===== src/rtl/srsw_pkg.sv =====
// shared types, constants and helper functions of the selective-repeat sender window
// no dependencies: compile first
package srsw_pkg;

   // window geometry
   localparam int WINDOW_SLOTS = 4;
   localparam int SEQ_BITS     = 3;
   localparam int SLOT_BITS    = (WINDOW_SLOTS > 1) ? $clog2(WINDOW_SLOTS) : 1;

   // operation codes
   localparam logic [1:0] OP_SEND    = 2'd0;
   localparam logic [1:0] OP_ACK     = 2'd1;
   localparam logic [1:0] OP_TIMEOUT = 2'd2;
   localparam logic [1:0] OP_NONE    = 2'd3;

   typedef logic [SEQ_BITS-1:0]  seq_type;
   typedef logic [SLOT_BITS-1:0] slot_type;

   typedef enum logic [1:0] {
      ST_IDLE,
      ST_EXEC,
      ST_SLIDE,
      ST_EMIT
   } state_type;

   // controller to datapath
   typedef struct packed {
      logic capture;
      logic execute;
      logic slide;
      logic emit;
   } cmd_type;

   // datapath to controller
   typedef struct packed {
      logic slide_more;
      logic out_free;
   } sts_type;

   // one result item, less the window base
   typedef struct packed {
      logic     accepted;
      logic     transmit;
      seq_type  packet_seq;
      slot_type packet_slot;
      logic     timer_start;
      logic     timer_stop;
   } res_type;

   // window slot that carries a sequence number
   function automatic slot_type seq_slot(seq_type seq);
      return SLOT_BITS'(seq % WINDOW_SLOTS);
   endfunction

   // true when 'to' lies less than a window ahead of 'from', modulo the sequence space
   function automatic logic in_window(seq_type from, seq_type to);
      seq_type gap;
      gap = to - from;
      return int'(gap) < WINDOW_SLOTS;
   endfunction

endpackage


===== src/rtl/srsw_req_if.sv =====
// request channel of the sender window: valid/ready handshake and one input item
// depends on srsw_pkg
interface srsw_req_if;
   logic               valid;
   logic               ready;
   logic [1:0]         operation;
   srsw_pkg::seq_type  ack_number;
   logic               ack_valid;
   srsw_pkg::slot_type timeout_slot;

   modport source (output valid, operation, ack_number, ack_valid, timeout_slot,
                   input ready);
   modport sink (input valid, operation, ack_number, ack_valid, timeout_slot,
                 output ready);
endinterface


===== src/rtl/srsw_rsp_if.sv =====
// response channel of the sender window: valid/ready handshake and one result item
// depends on srsw_pkg
interface srsw_rsp_if;
   logic               valid;
   logic               ready;
   logic               accepted;
   logic               transmit;
   srsw_pkg::seq_type  packet_seq;
   srsw_pkg::slot_type packet_slot;
   logic               timer_start;
   logic               timer_stop;
   srsw_pkg::seq_type  window_base;

   modport source (output valid, accepted, transmit, packet_seq, packet_slot,
                   timer_start, timer_stop, window_base,
                   input ready);
   modport sink (input valid, accepted, transmit, packet_seq, packet_slot,
                 timer_start, timer_stop, window_base,
                 output ready);
endinterface


===== src/rtl/selective_repeat_sender_window_core.sv =====
// top level of the selective-repeat sender window: controller, datapath, channel ports
// depends on srsw_pkg, srsw_req_if, srsw_rsp_if, srsw_ctrl, srsw_dpath
//
// window bookkeeping for a selective-repeat arq sender. each request item is one
// operation: send (take the next sequence number if the window has room, start its
// slot timer), ack (mark a valid in-window acknowledgement, stop its timer, slide the
// base over consecutive acknowledged slots) or timeout (resend the number stored in a
// slot and restart its timer). every item gives exactly one response item carrying the
// window base after the step. one item is handled at a time: capture, execute, a slide walk
// of one step per slid slot plus one check, then load of the output register, which waits
// while the last response is not taken; an ack slides the base over up to the window size.
// the output register lets a new item be taken while the last response still waits.
// the slot sequence table is not cleared at reset; a timeout on a slot never sent
// through returns an unspecified number
module selective_repeat_sender_window_core (
   input  logic       clock,
   input  logic       reset,
   srsw_req_if.sink   req_ch,
   srsw_rsp_if.source rsp_ch
);

   srsw_pkg::cmd_type cmd;
   srsw_pkg::sts_type sts;
   srsw_pkg::res_type rsp_res;
   logic              req_ready;

   // sequencing: idle, execute, slide walk, emit
   srsw_ctrl u_ctrl (
      .clock     (clock),
      .reset     (reset),
      .req_valid (req_ch.valid),
      .req_ready (req_ready),
      .sts       (sts),
      .cmd       (cmd)
   );

   // window state, slot table and output register
   srsw_dpath u_dpath (
      .clock            (clock),
      .reset            (reset),
      .cmd              (cmd),
      .sts              (sts),
      .req_operation    (req_ch.operation),
      .req_ack_number   (req_ch.ack_number),
      .req_ack_valid    (req_ch.ack_valid),
      .req_timeout_slot (req_ch.timeout_slot),
      .rsp_valid        (rsp_ch.valid),
      .rsp_ready        (rsp_ch.ready),
      .rsp_res          (rsp_res),
      .rsp_window_base  (rsp_ch.window_base)
   );

   assign req_ch.ready = req_ready;

   // unpack the result item onto the response channel
   assign rsp_ch.accepted    = rsp_res.accepted;
   assign rsp_ch.transmit    = rsp_res.transmit;
   assign rsp_ch.packet_seq  = rsp_res.packet_seq;
   assign rsp_ch.packet_slot = rsp_res.packet_slot;
   assign rsp_ch.timer_start = rsp_res.timer_start;
   assign rsp_ch.timer_stop  = rsp_res.timer_stop;

endmodule


===== src/rtl/srsw_ctrl.sv =====
// sequencing state machine of the sender window
// depends on srsw_pkg; drives srsw_dpath through cmd_type, reads sts_type
module srsw_ctrl (
   input  logic              clock,
   input  logic              reset,
   input  logic              req_valid,
   output logic              req_ready,
   input  srsw_pkg::sts_type sts,
   output srsw_pkg::cmd_type cmd
);

   srsw_pkg::state_type state_ff, state_in;

   always_ff @(posedge clock) begin
      if (reset) begin
         state_ff <= srsw_pkg::ST_IDLE;
      end else begin
         state_ff <= state_in;
      end
   end

   // next state
   always_comb begin
      state_in = state_ff;
      case (state_ff)
         srsw_pkg::ST_IDLE: begin
            if (req_valid) state_in = srsw_pkg::ST_EXEC;
         end
         srsw_pkg::ST_EXEC: begin
            state_in = srsw_pkg::ST_SLIDE;
         end
         srsw_pkg::ST_SLIDE: begin
            if (!sts.slide_more) state_in = srsw_pkg::ST_EMIT;
         end
         srsw_pkg::ST_EMIT: begin
            if (sts.out_free) state_in = srsw_pkg::ST_IDLE;
         end
         default: begin
            state_in = srsw_pkg::ST_IDLE;
         end
      endcase
   end

   // outputs
   always_comb begin
      req_ready   = 1'b0;
      cmd         = '0;
      case (state_ff)
         srsw_pkg::ST_IDLE: begin
            req_ready   = 1'b1;
            cmd.capture = req_valid;
         end
         srsw_pkg::ST_EXEC: begin
            cmd.execute = 1'b1;
         end
         srsw_pkg::ST_SLIDE: begin
            cmd.slide = sts.slide_more;
         end
         srsw_pkg::ST_EMIT: begin
            cmd.emit = sts.out_free;
         end
         default: begin
            req_ready = 1'b0;
         end
      endcase
   end

endmodule


===== src/rtl/srsw_dpath.sv =====
// window state, slot table, result and output registers of the sender window
// depends on srsw_pkg; controlled by srsw_ctrl
module srsw_dpath (
   input  logic               clock,
   input  logic               reset,
   input  srsw_pkg::cmd_type  cmd,
   output srsw_pkg::sts_type  sts,
   input  logic [1:0]         req_operation,
   input  srsw_pkg::seq_type  req_ack_number,
   input  logic               req_ack_valid,
   input  srsw_pkg::slot_type req_timeout_slot,
   output logic               rsp_valid,
   input  logic               rsp_ready,
   output srsw_pkg::res_type  rsp_res,
   output srsw_pkg::seq_type  rsp_window_base
);

   // captured item
   logic [1:0]         op_ff;
   srsw_pkg::seq_type  ack_ff;
   logic               ack_valid_ff;
   srsw_pkg::slot_type tslot_ff;

   // window state
   srsw_pkg::seq_type                      base_ff, base_in;
   srsw_pkg::seq_type                      next_ff, next_in;
   logic [srsw_pkg::WINDOW_SLOTS-1:0]      marks_ff, marks_in;
   srsw_pkg::seq_type                      slot_seq_ff [srsw_pkg::WINDOW_SLOTS];
   logic                                   slot_wr_en;
   srsw_pkg::slot_type                     slot_wr_idx;

   // working result and slide enable
   srsw_pkg::res_type res_ff, res_in;
   logic              slide_en_ff, slide_en_in;

   // output register
   logic              out_valid_ff, out_valid_in;
   srsw_pkg::res_type out_res_ff;
   srsw_pkg::seq_type out_base_ff;

   srsw_pkg::slot_type ack_slot;
   srsw_pkg::slot_type next_slot;
   srsw_pkg::slot_type base_slot;
   srsw_pkg::seq_type  occupancy;

   assign ack_slot  = srsw_pkg::seq_slot(ack_ff);
   assign next_slot = srsw_pkg::seq_slot(next_ff);
   assign base_slot = srsw_pkg::seq_slot(base_ff);
   assign occupancy = next_ff - base_ff;

   always_ff @(posedge clock) begin
      if (cmd.capture) begin
         op_ff        <= req_operation;
         ack_ff       <= req_ack_number;
         ack_valid_ff <= req_ack_valid;
         tslot_ff     <= req_timeout_slot;
      end
   end

   always_comb begin
      base_in     = base_ff;
      next_in     = next_ff;
      marks_in    = marks_ff;
      res_in      = res_ff;
      slide_en_in = slide_en_ff;
      slot_wr_en  = 1'b0;
      slot_wr_idx = next_slot;
      if (cmd.execute) begin
         res_in      = '0;
         slide_en_in = 1'b0;
         case (op_ff)
            srsw_pkg::OP_SEND: begin
               if (srsw_pkg::in_window(base_ff, next_ff)) begin
                  slot_wr_en            = 1'b1;
                  marks_in[next_slot]   = 1'b0;
                  res_in.accepted       = 1'b1;
                  res_in.transmit       = 1'b1;
                  res_in.packet_seq     = next_ff;
                  res_in.packet_slot    = next_slot;
                  res_in.timer_start    = 1'b1;
                  next_in               = next_ff + 1'b1;
               end
            end
            srsw_pkg::OP_ACK: begin
               if (ack_valid_ff && srsw_pkg::in_window(base_ff, ack_ff) &&
                   !marks_ff[ack_slot]) begin
                  marks_in[ack_slot] = 1'b1;
                  res_in.packet_slot = ack_slot;
                  res_in.timer_stop  = 1'b1;
                  slide_en_in        = 1'b1;
               end
            end
            srsw_pkg::OP_TIMEOUT: begin
               if (int'(tslot_ff) < srsw_pkg::WINDOW_SLOTS) begin
                  res_in.transmit    = 1'b1;
                  res_in.packet_seq  = slot_seq_ff[tslot_ff];
                  res_in.packet_slot = tslot_ff;
                  res_in.timer_start = 1'b1;
               end
            end
            default: begin
               res_in = '0;
            end
         endcase
      end else if (cmd.slide) begin
         // one acknowledged slot leaves the window
         marks_in[base_slot] = 1'b0;
         base_in             = base_ff + 1'b1;
      end
   end

   assign sts.slide_more = slide_en_ff && (base_ff != next_ff) && marks_ff[base_slot];
   assign sts.out_free   = !out_valid_ff || rsp_ready;

   always_comb begin
      out_valid_in = out_valid_ff;
      if (rsp_ready) out_valid_in = 1'b0;
      if (cmd.emit)  out_valid_in = 1'b1;
   end

   always_ff @(posedge clock) begin
      if (reset) begin
         base_ff      <= '0;
         next_ff      <= '0;
         marks_ff     <= '0;
         slide_en_ff  <= 1'b0;
         out_valid_ff <= 1'b0;
      end else begin
         base_ff      <= base_in;
         next_ff      <= next_in;
         marks_ff     <= marks_in;
         slide_en_ff  <= slide_en_in;
         out_valid_ff <= out_valid_in;
      end
   end

   always_ff @(posedge clock) begin
      res_ff <= res_in;
      if (slot_wr_en) slot_seq_ff[slot_wr_idx] <= next_ff;
      if (cmd.emit) begin
         out_res_ff  <= res_ff;
         out_base_ff <= base_ff;
      end
   end

   assign rsp_valid       = out_valid_ff;
   assign rsp_res         = out_res_ff;
   assign rsp_window_base = out_base_ff;

   // window never holds more packets than it has slots
   a_occupancy: assert property (@(posedge clock) disable iff (reset)
      int'(occupancy) <= srsw_pkg::WINDOW_SLOTS)
      else $error("window occupancy exceeds slot count");

   // the base only moves through slide steps
   a_base_moves: assert property (@(posedge clock) disable iff (reset)
      !cmd.slide |=> $stable(base_ff))
      else $error("base moved outside a slide step");

   // a slide step never passes the next sequence number
   a_slide_limit: assert property (@(posedge clock) disable iff (reset)
      cmd.slide |-> (base_ff != next_ff))
      else $error("slide passed next sequence number");

   // a taken send always transmits and starts the timer, never stops it
   a_send_result: assert property (@(posedge clock) disable iff (reset)
      out_valid_ff && out_res_ff.accepted |->
         out_res_ff.transmit && out_res_ff.timer_start && !out_res_ff.timer_stop)
      else $error("inconsistent send result");

   // an emit never overwrites a result that has not been taken
   a_no_overwrite: assert property (@(posedge clock) disable iff (reset)
      cmd.emit |-> (!out_valid_ff || rsp_ready))
      else $error("result overwritten before it was taken");

endmodule


===== src/flat_wrapper.sv =====
// flat-port wrapper written by rule: the top's interface ports become plain ports
module selective_repeat_sender_window_core_flat 
  (clock, reset, req_ch_valid, req_ch_operation, req_ch_ack_number, req_ch_ack_valid, req_ch_timeout_slot, req_ch_ready, rsp_ch_valid, rsp_ch_accepted, rsp_ch_transmit, rsp_ch_packet_seq, rsp_ch_packet_slot, rsp_ch_timer_start, rsp_ch_timer_stop, rsp_ch_window_base, rsp_ch_ready);
  srsw_req_if req_ch_i ();
  srsw_rsp_if rsp_ch_i ();
  input  logic clock;
  input  logic reset;
  input wire logic [$bits(req_ch_i.valid)-1:0] req_ch_valid;
  input wire logic [$bits(req_ch_i.operation)-1:0] req_ch_operation;
  input wire logic [$bits(req_ch_i.ack_number)-1:0] req_ch_ack_number;
  input wire logic [$bits(req_ch_i.ack_valid)-1:0] req_ch_ack_valid;
  input wire logic [$bits(req_ch_i.timeout_slot)-1:0] req_ch_timeout_slot;
  output wire logic [$bits(req_ch_i.ready)-1:0] req_ch_ready;
  output wire logic [$bits(rsp_ch_i.valid)-1:0] rsp_ch_valid;
  output wire logic [$bits(rsp_ch_i.accepted)-1:0] rsp_ch_accepted;
  output wire logic [$bits(rsp_ch_i.transmit)-1:0] rsp_ch_transmit;
  output wire logic [$bits(rsp_ch_i.packet_seq)-1:0] rsp_ch_packet_seq;
  output wire logic [$bits(rsp_ch_i.packet_slot)-1:0] rsp_ch_packet_slot;
  output wire logic [$bits(rsp_ch_i.timer_start)-1:0] rsp_ch_timer_start;
  output wire logic [$bits(rsp_ch_i.timer_stop)-1:0] rsp_ch_timer_stop;
  output wire logic [$bits(rsp_ch_i.window_base)-1:0] rsp_ch_window_base;
  input wire logic [$bits(rsp_ch_i.ready)-1:0] rsp_ch_ready;
  assign req_ch_i.valid = req_ch_valid;
  assign req_ch_i.operation = req_ch_operation;
  assign req_ch_i.ack_number = req_ch_ack_number;
  assign req_ch_i.ack_valid = req_ch_ack_valid;
  assign req_ch_i.timeout_slot = req_ch_timeout_slot;
  assign req_ch_ready = req_ch_i.ready;
  assign rsp_ch_valid = rsp_ch_i.valid;
  assign rsp_ch_accepted = rsp_ch_i.accepted;
  assign rsp_ch_transmit = rsp_ch_i.transmit;
  assign rsp_ch_packet_seq = rsp_ch_i.packet_seq;
  assign rsp_ch_packet_slot = rsp_ch_i.packet_slot;
  assign rsp_ch_timer_start = rsp_ch_i.timer_start;
  assign rsp_ch_timer_stop = rsp_ch_i.timer_stop;
  assign rsp_ch_window_base = rsp_ch_i.window_base;
  assign rsp_ch_i.ready = rsp_ch_ready;
  selective_repeat_sender_window_core u_core (.clock(clock), .reset(reset), .req_ch(req_ch_i), .rsp_ch(rsp_ch_i));
endmodule

===== config.mk =====
export PLATFORM = sky130hd
export DESIGN_NAME = selective_repeat_sender_window_core_flat
export DESIGN_NICKNAME = d
export VERILOG_FILES = /design/src/rtl/srsw_pkg.sv /design/src/rtl/srsw_req_if.sv /design/src/rtl/srsw_rsp_if.sv /design/src/rtl/selective_repeat_sender_window_core.sv /design/src/rtl/srsw_ctrl.sv /design/src/rtl/srsw_dpath.sv /design/src/flat_wrapper.sv
export SDC_FILE = /design/constraint.sdc
export NUM_CORES = 1
export LEC_CHECK = 0
export ABC_AREA = 1
export BUFFER_PORTS_ARGS = -buffer_cell sky130_fd_sc_hd__buf_2
export CAP_MARGIN = 5
export CELL_PAD_IN_SITES_DETAIL_PLACEMENT = 0
export CELL_PAD_IN_SITES_GLOBAL_PLACEMENT = 1
export CORE_UTILIZATION = 41
export CTS_CLUSTER_DIAMETER = 40
export DETAILED_ROUTE_END_ITERATION = 8
export HOLD_SLACK_MARGIN = 0.06
export PLACE_DENSITY = 0.72
export REMOVE_ABC_BUFFERS = 1
export SETUP_SLACK_MARGIN = 0.15
export SYNTH_ARGS = -nofsm -noshare
export SYNTH_HDL_FRONTEND = slang
export SYNTH_SLANG_ARGS = --single-unit
export TNS_END_PERCENT = 20

===== constraint.sdc =====
create_clock -name clock -period 1.8 [get_ports clock]
set_clock_uncertainty 0.05 [all_clocks]
set_input_delay 0.18 -clock clock [delete_from_list [all_inputs] [get_ports clock]]
set_output_delay 0.18 -clock clock [all_outputs]
set_load 0.01 [all_outputs]

# Word level (Yosys, flattened, before mapping)
# Memory sizes are Yosys's and may differ from the RTL's. A register that Yosys moved wholly into a read port is not among the register bits.
# Index checks and enable logic that the tools add are counted.
# word_totals
register_bits	43
ram_bits	12
input_bits	12
n_memories	1
# op_classes
n_addsub	4
n_lt_le_gt_ge	8
n_eq_ne	12
muxes	39
n_bitwise	6
reduce_logical	18
# mem_list
name	depth	word_bits	read_ports	rd_clocked_by_memory_dff	write_ports	line_no	text
u_core.u_dpath.slot_seq_ff	4	3	1	1	1	srsw_dpath.sv:28	srsw_pkg::seq_type slot_seq_ff [srsw_pkg::WINDOW_SLOTS];
# op_table
op	n
$mux W1	19
$mux W4	4
$pmux W4 S2	2
$mux W2	5
$lt A2 B3 Y1 const B	3
$ne A3 B3 Y1 const B	3
$and A4 B4 Y4	2
$mux W8	1
$not A4 Y4	2
$pmux W2 S4	1
$logic_and A1 B1 Y1	7
$add A3 B1 Y3 const B	2
$demux W1 S2	3
$eq A2 B2 Y1 const B	3
$ge A2 B1 Y1 const B	3
$lt A3 B3 Y1 const B	2
$ne A2 B2 Y1 const B	3
$pmux W2 S3	1
$reduce_and A3 Y1	2
$sub A3 B3 Y3	2
$bmux W1 S2	2
$eq A2 B1 Y1 const B	2
$logic_not A2 Y1	2
$or A4 B4 Y4	1
8 further kinds	10

# Longest topological paths before layout
# depth
depth_word	9
mapped_depth	14

# Cells and area by module
# From an unflattened synthesis, not the netlist that was laid out.
# unflattened
cells_unflattened	264
hier_area_um2	2598.7
# modules_own_cells
mod	n_inst	cells_per_inst	area_per_inst_um2
srsw_dpath	1	234	2401.1
srsw_ctrl	1	30	197.7

# Worst setup path before layout
# No wires, ideal clock.
# synth_timing
path_type	register -> register
startpoint	register u_core.u_dpath.base_ff[1]
endpoint	memory u_core.u_dpath.slot_seq_ff[3][0] (netlist bit) (enable)
setup_ps	319
arrival_time_ps	1515
setup_slack_ps	-84
path_stages_with_launch	10
path_buffers	0
period_less_slack_ps	1884
cell_sequence	dfxtp_1 inv_1 ha_1 nand2_1 nand2_1 inv_1 nand2_1 a21boi_4 nand2_4 nor2_1
# synth_via
elab_chain_len	7
# synth_lines
element	line_no	text
start, declared	srsw_dpath.sv:25	srsw_pkg::seq_type base_ff, base_in;
start signal, assigned	srsw_dpath.sv:129	base_ff <= base_in;
$sub A3 B3 Y3	srsw_pkg.sv:58	gap = to - from;
$lt A3 B3 Y1	srsw_pkg.sv:59	return int'(gap) < WINDOW_SLOTS;
$mux W1	srsw_dpath.sv:73	if (srsw_pkg::in_window(base_ff, next_ff)) begin
$mux W1	srsw_dpath.sv:71	case (op_ff)
$mux W1	srsw_dpath.sv:68	if (cmd.execute) begin
$mux W1	srsw_dpath.sv:139	if (slot_wr_en) slot_seq_ff[slot_wr_idx] <= next_ff;
$mux W1 (not written as such)	srsw_dpath.sv:139	
end, declared	srsw_dpath.sv:28	
# No other way between the ends.

# Final worst setup path
# layout_timing
startpoint	register u_core.u_dpath.base_ff[1]
endpoint	memory u_core.u_dpath.slot_seq_ff[2][2] (netlist bit) (enable)
# Same word-level chain as after synthesis.

==> summary.md <==
| Metric | Value |
|---|---|
| Period minus WS final | 1650 ps |
| Fin Hold WS | 102 ps |
| Critical Path Source | u_core.u_dpath.base_ff[1] |
| Total CTS buffers | 5 |
| CP arrival | 1610 ps |
| Dominant cells by area after synthesis | edfxtp_1 (46%), dfxtp_1 (12%), ha_1 (7.3%) |
| Remaining global-route overflow | 0 |
| Drt drc | 0 |
| Reg2Reg Capture Point | u_core.u_dpath.slot_seq_ff[2][2] |
| Detailed router's first-iteration violation count | 115 |
| Largest family of logic cells by synthesized area | simple AND/OR/NAND/NOR gates |
| Yosys top cell area share | 45.5% |
| Commonest non-fill, non-tap cells in the layout | nand2_1 (43), edfxtp_1 (39), inv_1 (31) |
| FF-to-FF setup slack | 150 ps |
| CP Max Fanout | 5 |
| Period utilization | 91.6% |
| Die area | 6590 sq um |
| Hold_sp | rsp_ch_ready |
| Post-Syn Instances | 262 |
| Fin nets | 337 |
| Slew headroom | 72.6% |
| Hold path cells | 4 |
| Worst slew pin tran | 411 ps |
| Post-synthesis xor/xnor area fraction | 0% |
| Flops & latches, synth | 55 |
| Via Count | 1,893 |
| RSZ-0062 raised after global routing | true |
| Port Buffers | 25 |
| Routability cong. | 0.758 |
| CORE AREA | 5990 sq um |
| Post-Syn Area | 2570 sq um |
| Mean Syn Cell Area | 9.81 sq um |
| Clock transition at path regs | 100 ps |
| Worst Reg-to-Reg Cells | 8 |
| Outcome | complete, no violations |
| Final Util | 53.1% |
| Die width | 81.2 um |
| # Post-CTS Setup Buffers | 0 |
| HP Class | primary input to flop |
| Global-route wire length before repair | 8.47 mm |
| DR pass1 iterations | 4 |
| Layout cell share with drive strength beyond 1 | 28.9% |
| Pwr/cell area | 1170 nW/um^2 |
| Register area share after synthesis | 58.0% |
| Commonest non-fill, non-tap cell in the layout | nand2_1 |
| Via density | 4.90 |
| Initial antenna violation count | 0 |
| Leak pwr | 1.39 nW |
| Row count | 28 |
| Reg2reg start | u_core.u_dpath.base_ff[1] |
| Wirelength per Cell | 13.6 um |
| Simple-gate share of the synthesized area | 16.8% |
| Initial Util | 42.9% |
| Max_cap viols | 0 |
| VDD IR max | 0.000628 V |
| Deepest clock path buffer count | 2 |
| Hold Fails Final Rpt | 0 |
| Post-Synth Adder-Cell Area | 7.30% |
| Pwr Total | 3.73 mW |
| Skew-Pair Late Insertion Delay | 310 ps |
| Num Clock Sinks | 55 |
| Largest net degree at the start of global routing | 17 |
| Critical Path RT | 1760 ps |
| Post-synthesis cell type count | 25 |
| CTS H-tree lvls | 2 |
| Worst Setup Start Kind | flop |
| Post-synthesis mux area share | 0% |
| Top cell type by total area after synthesis | edfxtp_1 |
| Final setup fails | 0 |
| Vias in the first global route | 1,716 |
| Total Wirelength | 5.26 mm |
| Max Slew Vio Count | 0 |
| Die height | 81.2 um |
| Maximum clock frequency | 607 MHz |
| Hold endpoint | u_core.u_dpath.rsp_valid |
| Crit end category | flop |
| Total Routing Usage GR | 17.7% |
| Area added between synthesis and finish | 23.6% |
| CTS root buf | clkbuf_8 |
| Ant diodes | 0 |
| Placed wire-length estimate | 3.93 mm |
| Synth warn | 0 |
| Top Ports | 26 |
| TritonCTS clock tree | built |
| Post-synthesis compound-gate area fraction | 11.1% |
| Layout Cells excl Fill | 386 |
| Final ANT Viol Nets | 0 |
| CP Class | flop to flop |
| # placed instances | 369 |
-- flip-flops by register name, summed over array words and instances (netlist names), named ones only --
signal,count
u_core.u_dpath.rsp_valid,1
u_core.u_dpath.op_ff,2
u_core.u_dpath.rsp_window_base,3
u_core.u_dpath.base_ff,3
u_core.u_dpath.rsp_res,8
u_core.u_dpath.tslot_ff,2
u_core.u_dpath.next_ff,3
u_core.u_dpath.res_ff,8
u_core.u_dpath.ack_ff,3
u_core.u_ctrl.state_ff,2
u_core.u_dpath.marks_ff,4
u_core.u_dpath.slide_en_ff,1
u_core.u_dpath.slot_seq_ff,12
u_core.u_dpath.ack_valid_ff,1
-- cells by family (layout without fill, tap and decap cells) --
family / after synthesis / in the layout
buf+inv: 43 / 92
compound gates: 49 / 49
fa+ha+maj: 15 / 15
flops: 55 / 55
simple gates: 100 / 100
-- timing repair --
item,in CTS,in global routing
hold buffers,9,0
hold endpoints to repair,11,0
resized for setup,11,27
pin swaps,2,9
endpoints found under the setup margin,25,28
-- worst max-delay path, stage by stage (launching register included) --
cell and delay [ps]:
dfxtp_2 340, inv_2 50, ha_4 260, nand2_2 50
nand2_2 70, nand2_2 70, a21boi_4 180, nand2_4 110
nor2_2 160
-- synth_stat cells --
cell type   n
a21boi_4    1
a21oi_1    16
buf_2       1
buf_4       1
buf_6       1
clkbuf_1    1
dfxtp_1    16
edfxtp_1   39
ha_1       15
inv_1      34
inv_2       5
nand2_1    50
nand2_2     6
nand2_4     1
nand3_1    14
nand3_2     1
nor2_1     25
nor2_4      1
nor3_1      2
o211ai_1    2
o21a_1      1
o21ai_0    19
o21ai_1     2
o22ai_1     4
o32ai_1     4
-- worst max path at each step --
stage / endpoint / slack (ps) / cells past startpoint
3_3_place_gp: u_core.u_dpath.slot_seq_ff[3][0] / 40 / 9
5_1_grt: u_core.u_dpath.next_ff[2] / 40 / 12
3_5_place_dp: u_core.u_dpath.slot_seq_ff[3][0] / -30 / 9
6_report: u_core.u_dpath.slot_seq_ff[2][2] / 150 / 8
4_1_cts: u_core.u_dpath.slot_seq_ff[2][2] / 120 / 9
2_1_floorplan: u_core.u_dpath.slot_seq_ff[0][0] / -90 / 9
-- per-layer routing --
| metal | wire (um) | vias up | global-route usage, % |
|---|---|---|---|
| li1 | - | 968 | - |
| met1 | 2560 | 866 | 24.3 |
| met2 | 2420 | 53 | 28.0 |
| met3 | 223 | 6 | 4.04 |
| met4 | 53 | 0 | 4.29 |
| met5 | 0 | - | 0 |
-- report_power, final --
group	total, mW	leakage (nW)	switching [mW]	internal (mW)
Sequential	1.81	0.504	0.143	1.66
Combinational	1.12	0.826	0.696	0.427
Clock	0.802	0.0556	0.394	0.408
Total	3.73	1.39	1.23	2.50
-- per-stage QoR --
step	setup WS, ps	setup TNS (ps)	cell area [sq um]
final	152	0	3180
after global routing	40.7	0	3180
after CTS	115	0	3080
after detailed placement	-29.9	-249	2850
after global placement	38.7	0	2850
after floorplan	-93.5	-1120	2540
-- layout make-up --
class                   count  area [sq um]
multi-input cells         164          1030
well taps                  75          93.8
flip-flops and latches     55          1500
inverters                  39           146
fillers                   548          2810
repair buffers             45           305
clock buffers               5          68.8
clock inverters             3          38.8
Power figures use the tool's default switching activity.
